### config.mk
export PLATFORM = sky130hd
export DESIGN_NAME = greedy_change_maker_flat
export DESIGN_NICKNAME = d
export VERILOG_FILES = /design/src/sv/gcm_pkg.sv /design/src/sv/gcm_ifs.sv /design/src/sv/gcm_div.sv /design/src/sv/greedy_change_maker.sv /design/src/flat_wrapper.sv
export SDC_FILE = /design/constraint.sdc
export NUM_CORES = 1
export LEC_CHECK = 0
export ABC_AREA = 0
export BUFFER_PORTS_ARGS = -buffer_cell sky130_fd_sc_hd__clkbuf_2
export CORE_ASPECT_RATIO = 0.5
export CORE_MARGIN = 5
export CORE_UTILIZATION = 60
export CTS_CLUSTER_DIAMETER = 50
export DETAILED_ROUTE_END_ITERATION = 10
export PLACE_DENSITY = 0.8
export SLEW_MARGIN = 10
export SYNTH_ARGS = -nofsm -noshare
export SYNTH_HDL_FRONTEND = slang
export SYNTH_SLANG_ARGS = --single-unit
export TNS_END_PERCENT = 10
### constraint.sdc
create_clock -name clk -period 7.8 [get_ports clk]
set_clock_uncertainty 0.2 [all_clocks]
set_input_delay 1.56 -clock clk [delete_from_list [all_inputs] [get_ports clk]]
set_output_delay 1.56 -clock clk [all_outputs]
set_load 0.01 [all_outputs]
### src/sv/gcm_pkg.sv
// Shared types and constants for the greedy change maker.
// Depends on nothing; every other file uses it.
package gcm_pkg;

  localparam int AMOUNT_W        = 24;
  localparam int DENOM_W         = 16;
  localparam int COUNT_W         = 24;
  localparam int LEFT_W          = 16;
  localparam int CFG_IDX_W       = 8;
  localparam int DENOM_SLOTS     = 8;
  localparam int SLOT_W          = $clog2(DENOM_SLOTS);
  localparam int SLOT_CNT_W      = $clog2(DENOM_SLOTS + 1);
  localparam int NUM_DENOMS_DEF  = 8;
  localparam int AMOUNT_BITS_DEF = 24;

  localparam logic [DENOM_W-1:0] DENOM_RESET [DENOM_SLOTS] = '{
    16'd200, 16'd100, 16'd50, 16'd20, 16'd10, 16'd5, 16'd2, 16'd1
  };

  localparam logic [LEFT_W-1:0] LEFT_MAX = '1;

  typedef struct packed {
    logic busy;
    logic done;
  } div_sts_t;

endpackage

### src/sv/gcm_ifs.sv
// Valid/ready channel interfaces for the greedy change maker.
// Depends on gcm_pkg for field widths.
interface gcm_in_if;
  logic                         valid;
  logic                         ready;
  logic [gcm_pkg::AMOUNT_W-1:0] amount_cents;
  modport source (output valid, output amount_cents, input ready);
  modport sink (input valid, input amount_cents, output ready);
endinterface

interface gcm_out_if;
  logic                        valid;
  logic                        ready;
  logic [gcm_pkg::DENOM_W-1:0] denomination;
  logic [gcm_pkg::COUNT_W-1:0] unit_count;
  logic [gcm_pkg::LEFT_W-1:0]  leftover;
  logic                        last;
  modport source (output valid, output denomination, output unit_count,
                  output leftover, output last, input ready);
  modport sink (input valid, input denomination, input unit_count,
                input leftover, input last, output ready);
endinterface

interface gcm_cfg_if;
  logic                          valid;
  logic                          ready;
  logic [gcm_pkg::CFG_IDX_W-1:0] index;
  logic [gcm_pkg::DENOM_W-1:0]   data;
  modport source (output valid, output index, output data, input ready);
  modport sink (input valid, input index, input data, output ready);
endinterface

### src/sv/gcm_div.sv
// Bit-serial restoring divider: one quotient bit per cycle.
// Depends on gcm_pkg for the divisor width and status struct.
module gcm_div #(
  parameter int DIV_W = gcm_pkg::AMOUNT_BITS_DEF
) (
  input  logic                        clk,
  input  logic                        rst_n,
  input  logic                        start,
  input  logic [DIV_W-1:0]            dividend,
  input  logic [gcm_pkg::DENOM_W-1:0] divisor,
  output gcm_pkg::div_sts_t           sts,
  output logic [DIV_W-1:0]            quotient,
  output logic [gcm_pkg::DENOM_W-1:0] remainder
);
  import gcm_pkg::*;

  localparam int CW = $clog2(DIV_W);

  logic [DENOM_W-1:0] rem_r, rem_nxt;
  logic [DIV_W-1:0]   dq_r, dq_nxt;
  logic [CW-1:0]      cnt_r, cnt_nxt;
  logic               busy_r, busy_nxt;
  logic               done_r, done_nxt;
  logic [DENOM_W:0]   trial;
  logic [DENOM_W:0]   diff;
  logic               ge;

  always_comb begin
    trial    = {rem_r, dq_r[DIV_W-1]};
    diff     = trial - {1'b0, divisor};
    ge       = (trial >= {1'b0, divisor});
    rem_nxt  = rem_r;
    dq_nxt   = dq_r;
    cnt_nxt  = cnt_r;
    busy_nxt = busy_r;
    done_nxt = 1'b0;
    if (start) begin
      rem_nxt  = '0;
      dq_nxt   = dividend;
      cnt_nxt  = '0;
      busy_nxt = 1'b1;
    end else if (busy_r) begin
      rem_nxt = ge ? diff[DENOM_W-1:0] : trial[DENOM_W-1:0];
      dq_nxt  = {dq_r[DIV_W-2:0], ge};
      cnt_nxt = cnt_r + CW'(1);
      if (cnt_r == CW'(DIV_W - 1)) begin
        busy_nxt = 1'b0;
        done_nxt = 1'b1;
      end
    end
  end

  always_ff @(posedge clk) begin
    if (!rst_n) begin
      busy_r <= 1'b0;
      done_r <= 1'b0;
      cnt_r  <= '0;
    end else begin
      busy_r <= busy_nxt;
      done_r <= done_nxt;
      cnt_r  <= cnt_nxt;
    end
  end

  always_ff @(posedge clk) begin
    rem_r <= rem_nxt;
    dq_r  <= dq_nxt;
  end

  assign sts       = '{busy: busy_r, done: done_r};
  assign quotient  = dq_r;
  assign remainder = rem_r;

endmodule

### src/sv/greedy_change_maker.sv
// Greedy change maker: splits an amount into counts over eight denominations.
// Depends on gcm_pkg, the channel interfaces in gcm_ifs.sv and gcm_div.
//
// Usage:
//   in_chan  takes one word per amount (amount_cents); bits at and above
//            AMOUNT_BITS are dropped.
//   out_chan gives one word per denomination with a nonzero count, in
//            register order; the final word has last set and the unpaid
//            rest in leftover (saturated to 16 bits). When nothing is paid
//            a single word with denomination 0 and count 0 is given.
//   cfg_chan writes denomination register index (0..7); ready is always
//            high; higher indexes are dropped. Write only while idle.
// Timing:
//   Each used nonzero denomination runs through the bit-serial divider,
//   one quotient bit per cycle; a zero denomination is skipped without
//   a division. One amount is in work at a time; the next is taken once
//   the last word sits in the output register.
// Reset: denominations return to 200,100,50,20,10,5,2,1 and the block idles.
// A stalled receiver holds the output word; the walk waits once the next
// word has nowhere to go.
module greedy_change_maker #(
  parameter int NUM_DENOMS  = gcm_pkg::NUM_DENOMS_DEF,
  parameter int AMOUNT_BITS = gcm_pkg::AMOUNT_BITS_DEF
) (
  input  logic      clk,
  input  logic      rst_n,
  gcm_in_if.sink    in_chan,
  gcm_out_if.source out_chan,
  gcm_cfg_if.sink   cfg_chan
);
  import gcm_pkg::*;

  localparam int RW = (AMOUNT_BITS < AMOUNT_W) ? AMOUNT_BITS : AMOUNT_W;

  typedef enum logic [4:0] {
    S_IDLE  = 5'b00001,
    S_LOAD  = 5'b00010,
    S_DIV   = 5'b00100,
    S_POST  = 5'b01000,
    S_FINAL = 5'b10000
  } state_t;

  state_t                state_r, state_nxt;
  logic [SLOT_CNT_W-1:0] k_r, k_nxt;
  logic [RW-1:0]         rest_r, rest_nxt;
  logic                  pend_r, pend_nxt;
  logic [DENOM_W-1:0]    pend_den_r, pend_den_nxt;
  logic [COUNT_W-1:0]    pend_cnt_r, pend_cnt_nxt;
  logic                  out_valid_r, out_valid_nxt;
  logic [DENOM_W-1:0]    out_den_r, out_den_nxt;
  logic [COUNT_W-1:0]    out_cnt_r, out_cnt_nxt;
  logic [LEFT_W-1:0]     out_left_r, out_left_nxt;
  logic                  out_last_r, out_last_nxt;
  logic [DENOM_W-1:0]    denom_r [DENOM_SLOTS];
  logic [DENOM_W-1:0]    denom_nxt [DENOM_SLOTS];

  logic [DENOM_W-1:0]    d_cur;
  logic                  out_free;
  logic                  div_start;
  logic [31:0]           rest_wide;
  logic [LEFT_W-1:0]     left_sat;
  div_sts_t              div_sts;
  logic [RW-1:0]         div_quo;
  logic [DENOM_W-1:0]    div_rem;

  gcm_div #(.DIV_W(RW)) u_div (
    .clk       (clk),
    .rst_n     (rst_n),
    .start     (div_start),
    .dividend  (rest_r),
    .divisor   (d_cur),
    .sts       (div_sts),
    .quotient  (div_quo),
    .remainder (div_rem)
  );

  always_comb begin
    d_cur     = denom_r[k_r[SLOT_W-1:0]];
    out_free  = !out_valid_r || out_chan.ready;
    rest_wide = 32'(rest_r);
    left_sat  = (rest_wide > 32'(LEFT_MAX)) ? LEFT_MAX : rest_wide[LEFT_W-1:0];
    div_start = 1'b0;

    state_nxt     = state_r;
    k_nxt         = k_r;
    rest_nxt      = rest_r;
    pend_nxt      = pend_r;
    pend_den_nxt  = pend_den_r;
    pend_cnt_nxt  = pend_cnt_r;
    out_valid_nxt = out_valid_r && !out_chan.ready;
    out_den_nxt   = out_den_r;
    out_cnt_nxt   = out_cnt_r;
    out_left_nxt  = out_left_r;
    out_last_nxt  = out_last_r;

    for (int i = 0; i < DENOM_SLOTS; i++) begin
      denom_nxt[i] = denom_r[i];
    end
    if (cfg_chan.valid && (cfg_chan.index < CFG_IDX_W'(DENOM_SLOTS))) begin
      denom_nxt[cfg_chan.index[SLOT_W-1:0]] = cfg_chan.data;
    end

    case (state_r)
      S_IDLE: begin
        if (in_chan.valid) begin
          rest_nxt  = in_chan.amount_cents[RW-1:0];
          k_nxt     = '0;
          pend_nxt  = 1'b0;
          state_nxt = S_LOAD;
        end
      end
      S_LOAD: begin
        if (k_r == SLOT_CNT_W'(NUM_DENOMS)) begin
          state_nxt = S_FINAL;
        end else if (d_cur == '0) begin
          k_nxt = k_r + SLOT_CNT_W'(1);
        end else begin
          div_start = 1'b1;
          state_nxt = S_DIV;
        end
      end
      S_DIV: begin
        if (div_sts.done) begin
          state_nxt = S_POST;
        end
      end
      S_POST: begin
        rest_nxt = RW'(div_rem);
        if (div_quo != '0) begin
          if (!pend_r || out_free) begin
            if (pend_r) begin
              out_valid_nxt = 1'b1;
              out_den_nxt   = pend_den_r;
              out_cnt_nxt   = pend_cnt_r;
              out_left_nxt  = '0;
              out_last_nxt  = 1'b0;
            end
            pend_nxt     = 1'b1;
            pend_den_nxt = d_cur;
            pend_cnt_nxt = COUNT_W'(div_quo);
            k_nxt        = k_r + SLOT_CNT_W'(1);
            state_nxt    = S_LOAD;
          end
        end else begin
          k_nxt     = k_r + SLOT_CNT_W'(1);
          state_nxt = S_LOAD;
        end
      end
      S_FINAL: begin
        if (out_free) begin
          out_valid_nxt = 1'b1;
          out_den_nxt   = pend_r ? pend_den_r : '0;
          out_cnt_nxt   = pend_r ? pend_cnt_r : '0;
          out_left_nxt  = left_sat;
          out_last_nxt  = 1'b1;
          pend_nxt      = 1'b0;
          state_nxt     = S_IDLE;
        end
      end
      default: begin
        state_nxt = S_IDLE;
      end
    endcase
  end

  always_ff @(posedge clk) begin
    if (!rst_n) begin
      state_r     <= S_IDLE;
      k_r         <= '0;
      pend_r      <= 1'b0;
      out_valid_r <= 1'b0;
      for (int i = 0; i < DENOM_SLOTS; i++) begin
        denom_r[i] <= DENOM_RESET[i];
      end
    end else begin
      state_r     <= state_nxt;
      k_r         <= k_nxt;
      pend_r      <= pend_nxt;
      out_valid_r <= out_valid_nxt;
      for (int i = 0; i < DENOM_SLOTS; i++) begin
        denom_r[i] <= denom_nxt[i];
      end
    end
  end

  always_ff @(posedge clk) begin
    rest_r     <= rest_nxt;
    pend_den_r <= pend_den_nxt;
    pend_cnt_r <= pend_cnt_nxt;
    out_den_r  <= out_den_nxt;
    out_cnt_r  <= out_cnt_nxt;
    out_left_r <= out_left_nxt;
    out_last_r <= out_last_nxt;
  end

  assign in_chan.ready         = (state_r == S_IDLE);
  assign cfg_chan.ready        = 1'b1;
  assign out_chan.valid        = out_valid_r;
  assign out_chan.denomination = out_den_r;
  assign out_chan.unit_count   = out_cnt_r;
  assign out_chan.leftover     = out_left_r;
  assign out_chan.last         = out_last_r;

`ifndef SYNTHESIS
  a_zero_count_is_final: assert property (@(posedge clk) disable iff (!rst_n)
    (out_chan.valid && (out_chan.unit_count == '0))
      |-> (out_chan.last && (out_chan.denomination == '0)))
    else $error("zero count word without last flag");

  a_leftover_on_last: assert property (@(posedge clk) disable iff (!rst_n)
    (out_chan.valid && !out_chan.last) |-> (out_chan.leftover == '0))
    else $error("leftover on a word that is not last");

  a_done_in_div: assert property (@(posedge clk) disable iff (!rst_n)
    div_sts.done |-> (state_r == S_DIV))
    else $error("divider finished outside division state");

  a_busy_in_div: assert property (@(posedge clk) disable iff (!rst_n)
    ((state_r == S_DIV) && !div_sts.done) |-> div_sts.busy)
    else $error("divider idle while division state waits");

  a_idle_no_pending: assert property (@(posedge clk) disable iff (!rst_n)
    (state_r == S_IDLE) |-> !pend_r)
    else $error("pending word left behind at idle");
`endif

endmodule
### src/flat_wrapper.sv
// flat-port wrapper written by rule: the top's interface ports become plain ports
module greedy_change_maker_flat import gcm_pkg::*;
#(
  parameter int NUM_DENOMS  = gcm_pkg::NUM_DENOMS_DEF,
  parameter int AMOUNT_BITS = gcm_pkg::AMOUNT_BITS_DEF
)
  (clk, rst_n, in_chan_valid, in_chan_amount_cents, in_chan_ready, out_chan_valid, out_chan_denomination, out_chan_unit_count, out_chan_leftover, out_chan_last, out_chan_ready, cfg_chan_valid, cfg_chan_index, cfg_chan_data, cfg_chan_ready);
  gcm_in_if in_chan_i ();
  gcm_out_if out_chan_i ();
  gcm_cfg_if cfg_chan_i ();
  input  logic clk;
  input  logic rst_n;
  input wire logic [$bits(in_chan_i.valid)-1:0] in_chan_valid;
  input wire logic [$bits(in_chan_i.amount_cents)-1:0] in_chan_amount_cents;
  output wire logic [$bits(in_chan_i.ready)-1:0] in_chan_ready;
  output wire logic [$bits(out_chan_i.valid)-1:0] out_chan_valid;
  output wire logic [$bits(out_chan_i.denomination)-1:0] out_chan_denomination;
  output wire logic [$bits(out_chan_i.unit_count)-1:0] out_chan_unit_count;
  output wire logic [$bits(out_chan_i.leftover)-1:0] out_chan_leftover;
  output wire logic [$bits(out_chan_i.last)-1:0] out_chan_last;
  input wire logic [$bits(out_chan_i.ready)-1:0] out_chan_ready;
  input wire logic [$bits(cfg_chan_i.valid)-1:0] cfg_chan_valid;
  input wire logic [$bits(cfg_chan_i.index)-1:0] cfg_chan_index;
  input wire logic [$bits(cfg_chan_i.data)-1:0] cfg_chan_data;
  output wire logic [$bits(cfg_chan_i.ready)-1:0] cfg_chan_ready;
  assign in_chan_i.valid = in_chan_valid;
  assign in_chan_i.amount_cents = in_chan_amount_cents;
  assign in_chan_ready = in_chan_i.ready;
  assign out_chan_valid = out_chan_i.valid;
  assign out_chan_denomination = out_chan_i.denomination;
  assign out_chan_unit_count = out_chan_i.unit_count;
  assign out_chan_leftover = out_chan_i.leftover;
  assign out_chan_last = out_chan_i.last;
  assign out_chan_i.ready = out_chan_ready;
  assign cfg_chan_i.valid = cfg_chan_valid;
  assign cfg_chan_i.index = cfg_chan_index;
  assign cfg_chan_i.data = cfg_chan_data;
  assign cfg_chan_ready = cfg_chan_i.ready;
  greedy_change_maker #(.NUM_DENOMS(NUM_DENOMS), .AMOUNT_BITS(AMOUNT_BITS)) u_core (.clk(clk), .rst_n(rst_n), .in_chan(in_chan_i), .out_chan(out_chan_i), .cfg_chan(cfg_chan_i));
endmodule
=== Word-level counts from Yosys, hierarchy flattened ===
Memories as Yosys holds them, arrays and structs flattened. A register that Yosys moved wholly into a read port is not among the register bits.
Cells that the tools add are included.

* Mux-type cells: 75
* Bitwise gates (word level): 11
* Eq/ne operators: 17
* Reduce and logical (&&, ||, !) cells: 23
* Add/subtract/negate cells: 3
* $lt $le $gt $ge: 5

{| class="wikitable"
|+ Operators by type and width
! kind !! count
|-
| $mux 16 || 20
|-
| $mux 24 || 8
|-
| $bwmux 128 || 1
|-
| $mux 128 || 1
|-
| $pmux 24 s2 || 2
|-
| $pmux 16 s2 || 2
|-
| $demux 16 s3 || 1
|-
| $mux 5 || 7
|-
| $pmux 5 s5 || 1
|-
| $gt 24x16->1 const B || 1
|-
| $reduce_bool 24->1 || 1
|-
| $mux 1 || 21
|-
| $mux 4 || 5
|-
| $reduce_and 5->1 || 4
|-
| $ge 17x16->1 || 1
|-
| $logic_not 16->1 || 1
|-
| $sub 16x16->16 || 1
|-
| $pmux 4 s3 || 1
|-
| $eq 5x5->1 const B || 2
|-
| $ne 2x1->1 const B || 5
|-
| $lt 8x4->1 const B || 1
|-
| $or 1x1->1 || 8
|-
| $mux 3 || 2
|-
| $ne 2x2->1 const B || 3
|-
| 24 further kinds || 34
|}

* Word-level logic and storage cells: 151
* Input port bits: 53
* Output and inout bits: 60
* Bits in registers: 179
* Memory bits (writable): 128
* Memories: 1

{| class="wikitable"
|+ Memory list
! memory !! depth !! bits a word !! rd ports !! clocked after memory_dff !! wr ports !! RTL line !! RTL
|-
| u_core.denom_r || 8 || 16 || 9 || 1 || 8 || greedy_change_maker.sv:54 || <nowiki>logic [DENOM_W-1:0] denom_r [DENOM_SLOTS];</nowiki>
|}

=== Logic depth before layout (Yosys ltp) ===
* Depth after elaboration: 8
* Gate-level depth with buffers: 16
* Depth with buffers taken out: 13

=== Cells and area by module ===
A second synthesis with hierarchy kept.

* Cells, all modules: 1245
* Area, all modules: 13994.7 um^2

{| class="wikitable"
|+ Modules (own cells, without submodules)
! module !! instances !! area an instance (um^2) !! cells each
|-
| greedy_change_maker || 1 || 11008.1 || 931
|-
| gcm_div || 1 || 2986.6 || 314
|}

=== Least setup slack after synthesis ===
Ideal clock, no wire load.

* Path type: input port to flip-flop
* Start: in out_chan_ready
* End: reg u_core.out_den_r[0] (netlist: u_core.out_chan.denomination[0]) (enable)
* Data arrival time: 5970 ps
* Path slack: 1073 ps
* Stages: 3
* Cells stage by stage: nor2b_1 > clkbuf_1 > a211oi_1

* Word-level cells in the longest chain between the ends: 4
* Elaborated cells on any way between the ends: 5

{| class="wikitable"
|+ RTL lines
! item !! RTL line !! RTL
|-
| start, declared || flat_wrapper.sv:21 || <nowiki>input wire logic [$bits(out_chan_i.ready)-1:0] out_chan_ready;</nowiki>
|-
| $logic_or 1x1->1 * || greedy_change_maker.sv:79 || <nowiki>out_free = !out_valid_r || out_chan.ready;</nowiki>
|-
| $logic_or 1x1->1 || greedy_change_maker.sv:130 || <nowiki>if (!pend_r || out_free) begin</nowiki>
|-
| $ne 2x1->1 (no source line) || - ||
|-
| $reduce_and 5->1 (no source line) * || - ||
|-
| end signal, assigned || greedy_change_maker.sv:190 || <nowiki>out_den_r <= out_den_nxt;</nowiki>
|-
| end, declared || greedy_change_maker.sv:50 || <nowiki>logic [DENOM_W-1:0] out_den_r, out_den_nxt;</nowiki>
|}

Mark *: on every way between the ends. The rest lies on a longest branch, timed or not.
A chain may end at the register's enable or synchronous reset.

==> results.txt <==
----------------------------------------------------
[STA]
  Max Clock Freq ... 0.213 GHz
  Hold slack final ... 253 ps
  Setup TNS ... 0 ps
  Worst setup slack after layout ... 3100 ps
  Period utilization ... 60.2%
  Minimum clock period after layout ... 4700 ps
  Count of endpoints failing setup in the final report ... 0
  Final-report hold violation count ... 0
  Slew at the pin closest to its max-slew limit ... 1210 ps
  Count of final max-slew check failures ... 0
  Remaining max-slew budget at the tightest pin ... 19.5%
  Unrepaired setup endpoints after global routing ... false

[CTS]
  Worst-case clock buffer depth ... 3
  CTS HTree Levels ... 1
  Clock transition time at the flip-flop clock pins of the worst setup and hold paths ... 70 ps
  Post-CTS Setup Bufs ... 0
  Skew-Pair Late Insertion Delay ... 530 ps
  Clk root buf ... clkbuf_16
  Number of buffers created by CTS ... 26
  CTS hold repair buffers ... 0
  Clock sinks ... 310
  Resize count post-CTS ... 0
  TritonCTS clock tree ... yes

[Critical path]
  CP peak stage delay ... 710 ps
  Highest fanout seen on the critical path ... 32
  Critical Path Start Type ... register
  Startpoint-to-endpoint class of the critical path ... reg2reg
  Slowest library cell on the worst path ... o21a_1
  Type of destination of the critical path ... register
  Crit path arrival time ... 4880 ps
  Worst EP required ... 7990 ps
  Cells along the critical path ... buf_4, mux4_2, mux2i_1, inv_1, ha_1, nor2b_1, o2111ai_1, a21oi_1, o311ai_1, a41oi_1, o21a_1, mux2i_1, a211oi_1
  Cell repeated most along the worst path ... mux2i_1

[GRT]
  Pin count of the biggest net entering global routing ... 145
  Wire length of the first global-routing pass ... 48.8 mm
  Via count of the first global-routing pass ... 9248
  Global-route usage over all layers ... 23.4%
  Antenna violations before repair ... 5
  Remaining global-route overflow ... 0

[Die]
  Die outline width ... 223 microns
  Site Rows ... 39
  Height of the die ... 117 microns
  Initial Utilization ... 60.4%
  Die area ... 0.0260 sq mm
  Core area ... 0.0226 sq mm
  IO Count ... 113

[Detailed routing]
  Remaining design rule violation count ... 0
  Routed via count ... 9514
  Number of nets with antenna violations after detailed routing ... 0
  Router iterations before antenna repair ... 5
  Final routed wirelength across all metal layers ... 30.8 mm
  Ratio of routed vias to standard cells ... 5.87
  Routed wire length per instance ... 19.0 microns
  Number of violations reported at the end of detailed-routing iteration 0 ... 841

[Layout]
  Top library cells by usage in the layout, fill and taps aside ... 264 x nand2_1, 164 x dfxtp_1, 145 x edfxtp_1
  Layout Cell Area excl Fill ... 0.0152 sq mm
  Layout-stage area growth over the synthesis result ... 11.4%
  Layout net count ... 1367
  Share of layout cells above drive strength 1 ... 15.9%
  Commonest non-fill, non-tap cell in the layout ... nand2_1

[Power]
  Power per Cell Area ... 276 mW/mm^2
  Peak ir drop on the vdd network ... 152 uV
  Static Leak ... 5.76 nW

[Status]
  Outcome ... finished clean

[Place]
  Pre-CTS WS ... 3200 ps
  Routability cong. ... 0.899
  # port buffers ... 111
  Detail Placement HPWL ... 20.2 mm
  Placed standard-cell area ... 0.0144 sq mm

[Yosys]
  Most frequently used flop master after synthesis ... dfxtp_1
  Seq/Total Area, Yosys ... 56.1%
  Number of library cell types mapped by synthesis ... 67
  Synth warnings ... 0
  Cell type with the largest total area after synthesis ... edfxtp_1
  Number of flops mapped to enable cells by yosys ... 145
  Top post-synthesis cells by area ... edfxtp_1 32%, dfxtp_1 24%, nand2_1 7.3%
  Total of flip-flops plus latches after synthesis ... 310
  Number of nets in the synthesized netlist ... 1298
  Synth Area per Inst ... 11.1 sq um
  Cell area after technology mapping ... 0.0136 sq mm
  Share of async-settable or async-resettable flops after synthesis ... 0%
  Share of the synthesized area in the top cell type ... 31.9%
  Syn Inst Count ... 1225

[Min path]
  Classification of the worst-slack hold path ... reg2reg

[Flow run]
  Max_cap viols ... 0

----------------------------------------------------
metal layers:
metal  wire [microns]  global-route usage, %  vias to the layer above  part of all wire, %
met4              601                   6.12                       10                  1.9
met2            14900                   40.2                      356                   48
met1            13000                   30.7                     4643                   42
met5               64                      0                        -                 0.21
li1                 -                      -                     4438                    -
met3             2330                   5.05                       67                  7.5
report_power, final:
part	total (W)	internal (W)	switching [W]	leakage [nW]
combinational	0.000907	0.000366	0.000540	2.69
sequential	0.00205	0.00191	0.000139	2.68
clock	0.00124	0.000678	0.000561	0.391
total	0.00419	0.00295	0.00124	5.76
final timing paths:
path | start | end | slack (ps) | depth (start not counted)
worst min-delay path | u_core.denom_r[6][12] | u_core.denom_r[6][12] | 250 | 2
worst max register to register | register | u_core.u_div.remainder[4] | 3100 | 13
worst min register to register | u_core.denom_r[6][12] | u_core.denom_r[6][12] | 250 | 2
worst max-delay path | register | u_core.u_div.remainder[4] | 3100 | 13
worst max-delay path: cells and delay by family (launching register included):
family          cells  cell delay, ps
fa+ha+maj           1             240
buf+inv             2             640
compound gates      6            1780
simple gates        1             160
flops               1             330
mux                 3            1180
logic make-up (layout without fill, tap and decap cells):
kind of cell / Yosys count / count (layout) / synth area share [%]
other cells: 1 / 2 / 0.0275
flops: 310 / 310 / 56.1
simple gates: 467 / 467 / 16.1
mux: 119 / 119 / 11.9
buf+inv: 112 / 200 / 3.40
compound gates: 181 / 181 / 9.55
xor+xnor: 15 / 15 / 0.963
fa+ha+maj: 20 / 20 / 1.89
per-stage QoR:
stage | power (W) | std cells | utilization (%)
after CTS | 0.00419 | 1620 | 67.2
after floorplan | 0.00272 | 1225 | -
after global routing | 0.00438 | 1620 | 67.2
final | 0.00419 | 1621 | 67.2
after detailed placement | 0.00296 | 1573 | 63.6
after global placement | 0.00291 | 1573 | 63.6
sequential cells by signal, summed over array words and instances, names as in the netlist, named ones only:
register and count:
u_core.state_r 5, u_core.out_chan.denomination 16, u_core.rest_r 24, u_core.denom_r 128, u_core.pend_den_r 16, u_core.u_div.busy_r 1
u_core.u_div.done_r 1, u_core.k_r 4, u_core.u_div.quotient 24, u_core.out_chan.last 1, u_core.u_div.cnt_r 5, u_core.pend_cnt_r 24
u_core.out_chan.leftover 16, u_core.pend_r 1, u_core.u_div.remainder 16, u_core.out_chan.unit_count 24, u_core.out_chan.valid 1
area by class of cell:
cell class                      count  area (sq um)
Clock buffer                       42           772
Sequential cell                   310          7660
Clock inverter                      5          31.3
Inverter                           28           105
Multi-Input combinational cell    803          5580
Tap cell                          307           384
Fill cell                        1660          7400
Antenna cell                        1          2.50
Timing Repair Buffer              125           661
synth_stat cells (all sizes together), types with 8 or more instances:
cell type,instances
inv,28
a21boi,85
nor2,38
nand4,10
nand3,19
a21oi,19
o21ai,13
nor3,9
buf,15
xnor2,8
nand3b,9
dfxtp,165
mux2i,61
mux2,26
mux4,32
ha,19
a211oi,15
nand2,264
o21a,23
nor4,15
nor2b,33
clkbuf,69
and2,49
edfxtp,145
No activity file was read; power rests on OpenSTA's default activity.
